### src/rtl/egsd_pkg.sv
// ----------------------------------------------------------------------------
// egsd_pkg
// Shared types and constants of the Exp-Golomb stream decoder.
// ----------------------------------------------------------------------------
package egsd_pkg;

	localparam int BYTE_W      = 8;
	localparam int N_SLOT      = BYTE_W;
	localparam int ZC_W        = 5;
	localparam int SUF_W       = 31;
	localparam int VALUE_W     = 33;
	localparam int OUT_TDATA_W = 40;
	localparam int MAX_PREFIX  = 31;

	localparam logic PH_PREFIX = 1'b0;
	localparam logic PH_SUFFIX = 1'b1;

	typedef struct packed {
		logic              phase;
		logic [ZC_W-1:0]   zero_count;
		logic [ZC_W-1:0]   suffix_left;
		logic [SUF_W-1:0]  suffix_accum;
	} dec_state_t;

	// One completed code: prefix length and suffix bits, or an overflow mark.
	typedef struct packed {
		logic              ovf;
		logic [ZC_W-1:0]   zeros;
		logic [SUF_W-1:0]  suffix;
	} slot_t;

	localparam dec_state_t STATE_CLEAR = '0;

endpackage

### src/rtl/egsd_walk.sv
// ----------------------------------------------------------------------------
// egsd_walk
// Steps the code parser through the eight bits of one byte, MSB first, and
// reports every code that completes, one slot per bit position.
// ----------------------------------------------------------------------------
module egsd_walk (
	input  logic [egsd_pkg::BYTE_W-1:0]              data_byte,
	input  logic                                     restart,
	input  egsd_pkg::dec_state_t                     st_in,
	output egsd_pkg::dec_state_t                     st_out,
	output logic [egsd_pkg::N_SLOT-1:0]              done,
	output egsd_pkg::slot_t [egsd_pkg::N_SLOT-1:0]   slots
);
	import egsd_pkg::*;

	always_comb begin
		dec_state_t st;
		logic       bit_v;
		st = restart ? STATE_CLEAR : st_in;
		done  = '0;
		slots = '0;
		for (int k = 0; k < N_SLOT; k++) begin
			bit_v = data_byte[BYTE_W-1-k];
			if (st.phase == PH_PREFIX) begin
				if (!bit_v) begin
					if (st.zero_count >= ZC_W'(MAX_PREFIX)) begin
						done[k]      = 1'b1;
						slots[k].ovf = 1'b1;
						st           = STATE_CLEAR;
					end else begin
						st.zero_count = st.zero_count + ZC_W'(1);
					end
				end else if (st.zero_count == '0) begin
					// A lone one bit is code zero.
					done[k] = 1'b1;
					st      = STATE_CLEAR;
				end else begin
					st.phase        = PH_SUFFIX;
					st.suffix_left  = st.zero_count;
					st.suffix_accum = '0;
				end
			end else begin
				st.suffix_accum = {st.suffix_accum[SUF_W-2:0], bit_v};
				st.suffix_left  = st.suffix_left - ZC_W'(1);
				if (st.suffix_left == '0) begin
					done[k]         = 1'b1;
					slots[k].zeros  = st.zero_count;
					slots[k].suffix = st.suffix_accum;
					st              = STATE_CLEAR;
				end
			end
		end
		st_out = st;
	end

endmodule

### src/rtl/egsd_emit.sv
// ----------------------------------------------------------------------------
// egsd_emit
// Holds the codes completed by one byte and sends them out one word per
// cycle unless the output stalls, mapping each to its unsigned or signed value.
// ----------------------------------------------------------------------------
module egsd_emit (
	input  logic                                     clk,
	input  logic                                     arst_n,
	input  logic                                     load,
	input  logic [egsd_pkg::N_SLOT-1:0]              load_done,
	input  egsd_pkg::slot_t [egsd_pkg::N_SLOT-1:0]   load_slots,
	input  logic                                     signed_mode,
	output logic                                     can_load,
	output logic                                     m_axis_tvalid,
	input  logic                                     m_axis_tready,
	output logic [egsd_pkg::OUT_TDATA_W-1:0]         m_axis_tdata,  // value[32:0], zero pad
	output logic                                     m_axis_tuser,  // prefix_overflow
	output logic                                     m_axis_tlast
);
	import egsd_pkg::*;

	logic [N_SLOT-1:0]        pend_q;
	slot_t [N_SLOT-1:0]       slots_s2;
	logic [N_SLOT-1:0]        pick_oh;
	logic [N_SLOT-1:0]        rest;
	slot_t                    sel;
	logic                     out_ready;
	logic                     fire;
	logic [VALUE_W-1:0]       t_val;
	logic [VALUE_W-1:0]       mag;
	logic [VALUE_W-1:0]       value;
	logic                     tvalid_q;
	logic [OUT_TDATA_W-1:0]   tdata_q;
	logic                     tuser_q;
	logic                     tlast_q;

	// Slot zero holds the code finished by the first bit, so the lowest set
	// pending bit is the next word in stream order.
	assign pick_oh   = pend_q & (~pend_q + N_SLOT'(1));
	assign rest      = pend_q & ~pick_oh;
	assign out_ready = !tvalid_q || m_axis_tready;
	assign fire      = (pend_q != '0) && out_ready;
	assign can_load  = (pend_q == '0) || (fire && (rest == '0));

	always_comb begin
		sel = '0;
		for (int k = 0; k < N_SLOT; k++) begin
			if (pick_oh[k]) begin
				sel = slots_s2[k];
			end
		end
	end

	// 2^zeros - 1 + suffix: the suffix is below 2^zeros, so the sum is an OR
	// followed by a decrement. The signed magnitude is that OR shifted down.
	always_comb begin
		t_val = (VALUE_W'(1) << sel.zeros) | VALUE_W'(sel.suffix);
		mag   = t_val >> 1;
		if (sel.ovf) begin
			value = '0;
		end else if (!signed_mode) begin
			value = t_val - VALUE_W'(1);
		end else if (t_val[0]) begin
			value = '0 - mag;
		end else begin
			value = mag;
		end
	end

	always_ff @(posedge clk or negedge arst_n) begin
		if (!arst_n) begin
			pend_q   <= '0;
			tvalid_q <= 1'b0;
		end else begin
			if (load) begin
				pend_q <= load_done;
			end else if (fire) begin
				pend_q <= rest;
			end
			if (fire) begin
				tvalid_q <= 1'b1;
			end else if (m_axis_tready) begin
				tvalid_q <= 1'b0;
			end
		end
	end

	always_ff @(posedge clk) begin
		if (load) begin
			slots_s2 <= load_slots;
		end
		if (fire) begin
			tdata_q <= OUT_TDATA_W'(value);
			tuser_q <= sel.ovf;
			tlast_q <= (rest == '0);
		end
	end

	assign m_axis_tvalid = tvalid_q;
	assign m_axis_tdata  = tdata_q;
	assign m_axis_tuser  = tuser_q;
	assign m_axis_tlast  = tlast_q;

endmodule

### src/rtl/exp_golomb_stream_decoder.sv
// ----------------------------------------------------------------------------
// exp_golomb_stream_decoder
// Order-0 Exp-Golomb ue(v)/se(v) decoder for a byte stream.
// ----------------------------------------------------------------------------
// Bytes enter on the slave side, MSB first; codes may span byte boundaries.
// Every completed code leaves as one word on the master side, with tlast on
// the final word caused by a byte and tuser set when a zero prefix grew past
// the limit (the value is then zero and parsing restarts). A byte is
// registered on entry, parsed into a result buffer and moved word by word
// into the output register. While the output is not stalled, the parser takes
// one byte per cycle if each byte completes at most one code; a byte that
// completes several codes holds the buffer until the output register, taking
// one word per cycle, has its last word. Bytes completing no code pass without
// using the output. The user writes signed_mode through cfg_we/cfg_wdata
// only while the decoder is idle; the block itself does not enforce this.
// ----------------------------------------------------------------------------
module exp_golomb_stream_decoder (
	input  logic                                  clk,
	input  logic                                  arst_n,
	input  logic                                  cfg_we,
	input  logic                                  cfg_wdata,      // signed_mode
	input  logic                                  s_axis_tvalid,
	output logic                                  s_axis_tready,
	input  logic [egsd_pkg::BYTE_W-1:0]           s_axis_tdata,   // data_byte[7:0]
	input  logic                                  s_axis_tuser,   // restart
	output logic                                  m_axis_tvalid,
	input  logic                                  m_axis_tready,
	output logic [egsd_pkg::OUT_TDATA_W-1:0]      m_axis_tdata,   // value[32:0], zero pad
	output logic                                  m_axis_tuser,   // prefix_overflow
	output logic                                  m_axis_tlast
);
	import egsd_pkg::*;

	logic                  signed_mode_q;
	logic                  valid_s1;
	logic [BYTE_W-1:0]     byte_s1;
	logic                  restart_s1;
	dec_state_t            state_q;
	dec_state_t            state_next;
	logic [N_SLOT-1:0]     done;
	slot_t [N_SLOT-1:0]    slots;
	logic                  can_load;
	logic                  consume;
	logic                  load;

	egsd_walk u_walk (
		.data_byte (byte_s1),
		.restart   (restart_s1),
		.st_in     (state_q),
		.st_out    (state_next),
		.done      (done),
		.slots     (slots)
	);

	// A byte with no completed code never needs the result buffer.
	assign consume       = valid_s1 && ((done == '0) || can_load);
	assign load          = consume && (done != '0);
	assign s_axis_tready = !valid_s1 || consume;

	egsd_emit u_emit (
		.clk           (clk),
		.arst_n        (arst_n),
		.load          (load),
		.load_done     (done),
		.load_slots    (slots),
		.signed_mode   (signed_mode_q),
		.can_load      (can_load),
		.m_axis_tvalid (m_axis_tvalid),
		.m_axis_tready (m_axis_tready),
		.m_axis_tdata  (m_axis_tdata),
		.m_axis_tuser  (m_axis_tuser),
		.m_axis_tlast  (m_axis_tlast)
	);

	always_ff @(posedge clk or negedge arst_n) begin
		if (!arst_n) begin
			signed_mode_q <= 1'b0;
			valid_s1      <= 1'b0;
			state_q       <= STATE_CLEAR;
		end else begin
			if (cfg_we) begin
				signed_mode_q <= cfg_wdata;
			end
			if (s_axis_tvalid && s_axis_tready) begin
				valid_s1 <= 1'b1;
			end else if (consume) begin
				valid_s1 <= 1'b0;
			end
			if (consume) begin
				state_q <= state_next;
			end
		end
	end

	always_ff @(posedge clk) begin
		if (s_axis_tvalid && s_axis_tready) begin
			byte_s1    <= s_axis_tdata;
			restart_s1 <= s_axis_tuser;
		end
	end

endmodule

### config.mk
export PLATFORM = sky130hd
export DESIGN_NAME = exp_golomb_stream_decoder
export DESIGN_NICKNAME = d
export VERILOG_FILES = /design/src/rtl/egsd_pkg.sv /design/src/rtl/egsd_walk.sv /design/src/rtl/egsd_emit.sv /design/src/rtl/exp_golomb_stream_decoder.sv
export SDC_FILE = /design/constraint.sdc
export NUM_CORES = 1
export LEC_CHECK = 0
export ABC_CLOCK_PERIOD_IN_PS = 77100
export BUFFER_PORTS_ARGS = -buffer_cell sky130_fd_sc_hd__buf_2
export CAP_MARGIN = 10
export CORE_MARGIN = 3
export CORE_UTILIZATION = 50
export CTS_BUF_LIST = sky130_fd_sc_hd__clkbuf_4 sky130_fd_sc_hd__clkbuf_8 sky130_fd_sc_hd__clkbuf_16
export CTS_CLUSTER_SIZE = 14
export DETAILED_ROUTE_END_ITERATION = 8
export HOLD_SLACK_MARGIN = 0.06
export PLACE_DENSITY = 0.68
export SLEW_MARGIN = 10
export SYNTH_ARGS = -nofsm -noshare
export SYNTH_HDL_FRONTEND = slang
export SYNTH_SLANG_ARGS = --single-unit
### constraint.sdc
create_clock -name clk -period 77.1 [get_ports clk]
set_input_delay 11.565 -clock clk [delete_from_list [all_inputs] [get_ports clk]]
set_output_delay 11.565 -clock clk [all_outputs]
set_load 0.01 [all_outputs]
==> impl_results.md, run 1 <==
* Worst Setup End Kind: output port
* Worst Path Required at 65,530 ps
* RSZ-0062 raised after global routing: no
* Syn. warnings at 0
* Die ar. at 52,900 um^2
* Slew HR at 0.123
* Global router's overall resource usage at 0.311
* Fin crit share at 0.356
* WL final at 84,400 um
* CP Data Arrival Time at around 16,000 ps
* Clk_skew at 22.2 ps
* Top Metal Used: met4
* # setup viols final at 0
* Syn_area_per_cell at 9.67 um^2
* Via/cell ratio at 6.71
* Largest cells by area after synthesis: edfxtp_1 41%, nor2_1 6.0%, dfrtp_1 5.2%
* Fillers at 4,401
* Reg clk slew, reported paths at 60 ps
* I/O pin cnt at just under 60
* NumNets Final at 2,625
* # rows at 81
* Worst-margin pin slew at ~1300 ps
* Largest stage delay, worst path at about 800 ps
* Fin crit period at about 27,000 ps
* Vias in the first global route at 20,980
* Post-synth EDFFs at between 300 and 400
* PortBufs at 51
* Core ar. at a little under 50,000 um^2
* Post-route insts no fill at between 3,000 and 4,000
* Max Root-Sink Buffers at 3
* Layout cell share with drive strength beyond 1 at 0.120
* # DRC at 0
* Cells after DPL at 3,185
* Seq/Total Area, Yosys at 0.459
* CTS buffer count at 44
* TritonCTS clock tree: yes
* Slowest CP cell: edfxtp_1
* Area leader, netlist: edfxtp_1
* Clk root buf: clkbuf_16
* Die width at ~230 um
* Crit path top cell by count: ha_1
* DR iter-0 viols at 2,803
* Metal3 WL at 5890 um
* GPL Wtd Cong at ~0.95
* First-pass DRT Iterations at 6
* Max-Cap Viols at 0
* Ys async rst share at 0.133
* H-tree depth at 2
* Maximum clock rate at 0.0364 GHz
* Flops & latches, synth at 392
* Detailed Place HPWL at between 50,000 and 60,000 um
* Die Y at 230 um
* Post-cts sizing count at 0
* Prevailing post-synth register cell: edfxtp_1
* Area growth from synthesis to layout at 9.51%
* CTS Hold Bufs at 0
* Global-route wire length before repair at between 100,000 and 150,000 um
* Setup TNS at 0 ps
* Syn Std Cell Area at 25,100 um^2
* Post-Synthesis Cells at roughly 2,600
* Top cell type's share of synthesized area at 0.407
* Fin. max-slew vios at 0
* M1 WL at 33,500 um
* Final ANT Viol Nets at 0
* Clk Latency, worst-skew pair at 590 ps
* Final Hold Fails at 0
* Diodes inserted at 0
* Largest net degree at the start of global routing at 203
* WS Path Type: flip-flop to output port
* Tightest Hold Check Type: flip-flop to flip-flop
* Initial antenna violation count at 1
* GRT overflow at 0
* Netlist cell types at between 100 and 150
* Crit start category: flip-flop
* # clock sinks at between 300 and 400
* Most frequent cell after synthesis: nor2_1
* Post-CTS Setup Bufs at 0
* CP max FO at 39
* Synth top cells by count: 401 x nor2_1, 340 x edfxtp_1, 169 x nand2_1
* Met2 wire len at 40,700 um
* Initial core utilization at 0.509
* Outcome: completed
* DR WL/cell at 25.9 um
* Vias at 21,900
[cells by family after synthesis]
kind of cell | after synthesis | share of synthesized area
AO/OA/AOI/OAI | 834 | 0.246
XOR/XNOR | 71 | 0.0251
adder cells (fa/ha/maj) | 45 | 0.0222
buffers and inverters | 261 | 0.0423
flip-flops | 392 | 0.459
multiplexers | 49 | 0.0262
other | 1 | 0.000149
AND/OR/NAND/NOR | 943 | 0.179
[through the flow]
step	worst slack, ps	hold WS (ps)	utilization	instance area (um^2)
after floorplan	51680	473	-	25100
after global placement	50650	532	0.526	25900
after detailed placement	50580	541	0.526	25900
after CTS	49880	557	0.558	27500
after global routing	48520	586	0.558	27500
final	49630	562	0.558	27500
[worst paths after layout]
check	startpoint	end	slack (ps)	depth (start not counted)
setup / recovery	restart_s1	s_axis_tready	49630	58
hold / removal	state_q[15]	state_q[15]	560	1
setup reg to reg	restart_s1	u_emit.slots_s2[205]	60350	61
hold reg to reg	state_q[15]	state_q[15]	560	1
max in group asynchronous	arst_n	u_emit.pend_q[0]	65340	2
min in group asynchronous	arst_n	state_q[11]	11140	2
[critical path, delay by kind of cell (launching register included)]
| family | cells | cell delay [ps] |
|---|---|---|
| AOI/OAI and AO/OA | 15 | 5640 |
| and+or+nand+nor | 21 | 4180 |
| adders and majority gates | 10 | 2470 |
| buffers and inverters | 11 | 1650 |
| DFF | 1 | 800 |
| muxes | 1 | 510 |
[area by class of cell]
type / count / area (um^2) / area share
Clock buffer: 55 / 1220 / 0.0444
Clock inverter: 26 / 348 / 0.0127
Inverter: 81 / 307 / 0.0112
Multi-Input combinational cell: 1949 / 12600 / 0.460
Sequential cell: 392 / 11500 / 0.419
Tap cell: 664 / 831 / 0.0302
Timing Repair Buffer: 99 / 628 / 0.0229
[per-layer routing]
| metal | vias to the layer above | global-route usage |
|---|---|---|
| li1 | 9854 | - |
| met1 | 10690 | 0.404 |
| met2 | 1165 | 0.518 |
| met3 | 191 | 0.0365 |
| met4 | 0 | 0.154 |
| met5 | - | 0 |
[cell usage in the layout, fill, tap and decap left out, drive strengths merged, types with 25 or more instances in the layout]
| master | Yosys | routed |
|---|---|---|
| nor2 | 401 | 401 |
| edfxtp | 340 | 340 |
| nand2 | 170 | 170 |
| o21ai | 138 | 138 |
| a21oi | 113 | 113 |
| a22oi | 109 | 109 |
| buf | 42 | 99 |
| o22ai | 94 | 94 |
| inv | 79 | 84 |
| a221o | 63 | 63 |
| and3 | 60 | 60 |
| nor3 | 59 | 59 |
| clkbuf | 138 | 55 |
| dfrtp | 52 | 52 |
| and2 | 51 | 51 |
| a211oi | 49 | 49 |
| ha | 43 | 43 |
| mux2 | 43 | 43 |
| xnor2 | 40 | 40 |
| nand3 | 39 | 39 |
| nor2b | 37 | 37 |
| o22a | 32 | 32 |
| xor2 | 31 | 31 |
| a221oi | 29 | 29 |
| o211ai | 25 | 25 |
[flip-flops by register name, summed over array words and instances, names as in the netlist, 8 cells and up]
name	count
u_emit.slots_s2	296
state_q	41
u_emit.m_axis_tdata	33
byte_s1	8
u_emit.pend_q	8
Power of run 1 is left out: the tool's default activity adds up to more than one toggle a clock period on the data nets, which glitch-free logic cannot reach.
==> run 2, diff against run 1 <==
Settings changed: ABC_CLOCK_PERIOD_IN_PS 77100 to 28400.
Clock period 77.1 ns to 28.4 ns, I/O delays scaled along.
==> impl_results.md, run 2 (synthesis gave the netlist of run 1 again) <==
* Vias in the first global route at 21,078 (was 20,980)
* First-pass DRT Iterations at 8 (was 6)
* RSZ-0062 raised after global routing: no (unchanged)
* Via/cell ratio at 6.71 (about the same)
* Area growth from synthesis to layout at 9.18% (was 9.51%)
* Layout cell share with drive strength beyond 1 at 0.121 (was 0.120)
* WL final at 85,400 um (was 84,400 um)
* Max Root-Sink Buffers at 3 (unchanged)
* Vias at 21,934 (was 21,900)
* Worst Setup End Kind: output port (unchanged)
* Max-Cap Viols at 0 (unchanged)
* CP Data Arrival Time at 16,070 ps (was 15,900 ps)
* Final ANT Viol Nets at 0 (unchanged)
* PortBufs at 51 (unchanged)
* Die ar. at 52,900 um^2 (unchanged)
* # clock sinks at 392 (unchanged)
* Post-cts sizing count at 0 (unchanged)
* NumNets Final at 2,627 (was 2,625)
* Die Y at 230 um (unchanged)
* Setup TNS at 0 ps (unchanged)
* Clk_skew at 28.4 ps (was 22.2 ps)
* Most frequent cells in the layout: 398 x nor2_1, 340 x edfxtp_1, 168 x nand2_1 (unchanged)
* CTS Hold Bufs at 0 (unchanged)
* CP max FO at 39 (unchanged)
* Initial core utilization at 0.509 (unchanged)
* Die width at 230 um (unchanged)
* Initial antenna violation count at 0 (was 1)
* Outcome: completed (unchanged)
* Most flops, register: u_emit.slots_s2 (unchanged)
* Detailed Place HPWL at 59,000 um (was 58,300 um)
* Maximum clock rate at between 0.04 and 0.05 GHz
* Largest stage delay, worst path at 950 ps (was 800 ps)
* # DRC at 0 (unchanged)
* Reg clk slew, reported paths at 60 ps (about the same)
* Global-route wire length before repair at 130,000 um (was 128,000 um)
* H-tree depth at 2 (unchanged)
* Clk root buf: clkbuf_16 (unchanged)
* Slew HR at 0.178 (was 0.123)
* GRT overflow at 0 (unchanged)
* Worst-margin pin slew at 1230 ps (was 1320 ps)
* CTS buffer count at 44 (unchanged)
* Global router's overall resource usage at 0.316 (was 0.311)
* Fin. max-slew vios at 0 (unchanged)
* Final Hold Fails at 0 (unchanged)
* GPL Wtd Cong at 0.972 (was 0.950)
* Post-CTS Setup Bufs at 0 (unchanged)
* # rows at 81 (unchanged)
* DR WL/cell at 26.1 um (was 25.9 um)
* WS Path Type: flip-flop to output port (unchanged)
* I/O pin cnt at 59 (unchanged)
* Slowest CP cell: o311ai_0 (was edfxtp_1)
* DR iter-0 viols at 2,895 (was 2,803)
* # setup viols final at 0 (unchanged)
* Diodes inserted at 0 (unchanged)
* Largest net degree at the start of global routing at 178 (was 203)
* Crit path top cell by count: ha_1 (unchanged)
* Max FFs per register at 296 (unchanged)
* Fillers at 4,395 (was 4,401)
* Fin crit share at 0.716
* Clk Latency, worst-skew pair at 600 ps (was 590 ps)
* Worst Path Required at 24,140 ps (was 65,530 ps)
* Commonest non-fill, non-tap cell in the layout: nor2_1 (unchanged)
* Crit start category: flip-flop (unchanged)
* Fin crit period at 20,330 ps
* TritonCTS clock tree: yes (unchanged)
* Tightest Hold Check Type: flip-flop to flip-flop (unchanged)
* Core ar. at 49,300 um^2 (unchanged)
## run 2: layout make-up
type | count | area, um^2 | area share
Clock inverter | 21 | 199 | 0.00726
Sequential cell | 392 | 11500 | 0.420
Timing Repair Buffer | 101 | 643 | 0.0235
Clock buffer | 61 | 1270 | 0.0464
Tap cell | 664 | 831 | 0.0303
Inverter | 81 | 307 | 0.0112
Multi-Input combinational cell | 1949 | 12600 | 0.461
## run 2: worst paths after layout
kind | start | endpoint | slack (ps) | cells after the start
worst max-delay path | restart_s1 | s_axis_tready | 8070 | 60
worst min-delay path | state_q[6] | state_q[6] | 570 | 1
worst max register to register | restart_s1 | u_emit.slots_s2[263] | 10330 | 62
worst min register to register | state_q[6] | state_q[6] | 570 | 1
max in group asynchronous | arst_n | u_emit.pend_q[0] | 23920 | 2
min in group asynchronous | arst_n | state_q[12] | 3840 | 2
## run 2: worst max-delay path: cells and delay by family, from the launching register on
family	cells	cell delay [ps]
multiplexers	1	250
adder cells (fa/ha/maj)	11	2820
flip-flops	1	780
buffers and inverters	9	1520
AND/OR/NAND/NOR	22	4320
AO/OA/AOI/OAI	17	5700
## run 2: per-stage QoR
stage          std cells  utilization  instance area, um^2  hold WS [ps]  setup slack, ps
3_5_place_dp        3187        0.526                25900           547             9080
4_1_cts             3269        0.556                27400           563             8370
6_report            3269        0.556                27400           570             8070
5_1_grt             3269        0.556                27400           582             6960
3_3_place_gp        3187        0.526                25900           541             9330
2_1_floorplan       2602            -                25100           473             3150
## run 2: per-layer routing
layer  GRT usage  vias up  part of all wire
li1            -     9841                 -
met1       0.409    10759              0.40
met2       0.521     1104              0.48
met3      0.0411      230             0.065
met4       0.162        0             0.057
met5           0        -                 0
Power of run 2 is left out for the same reason.
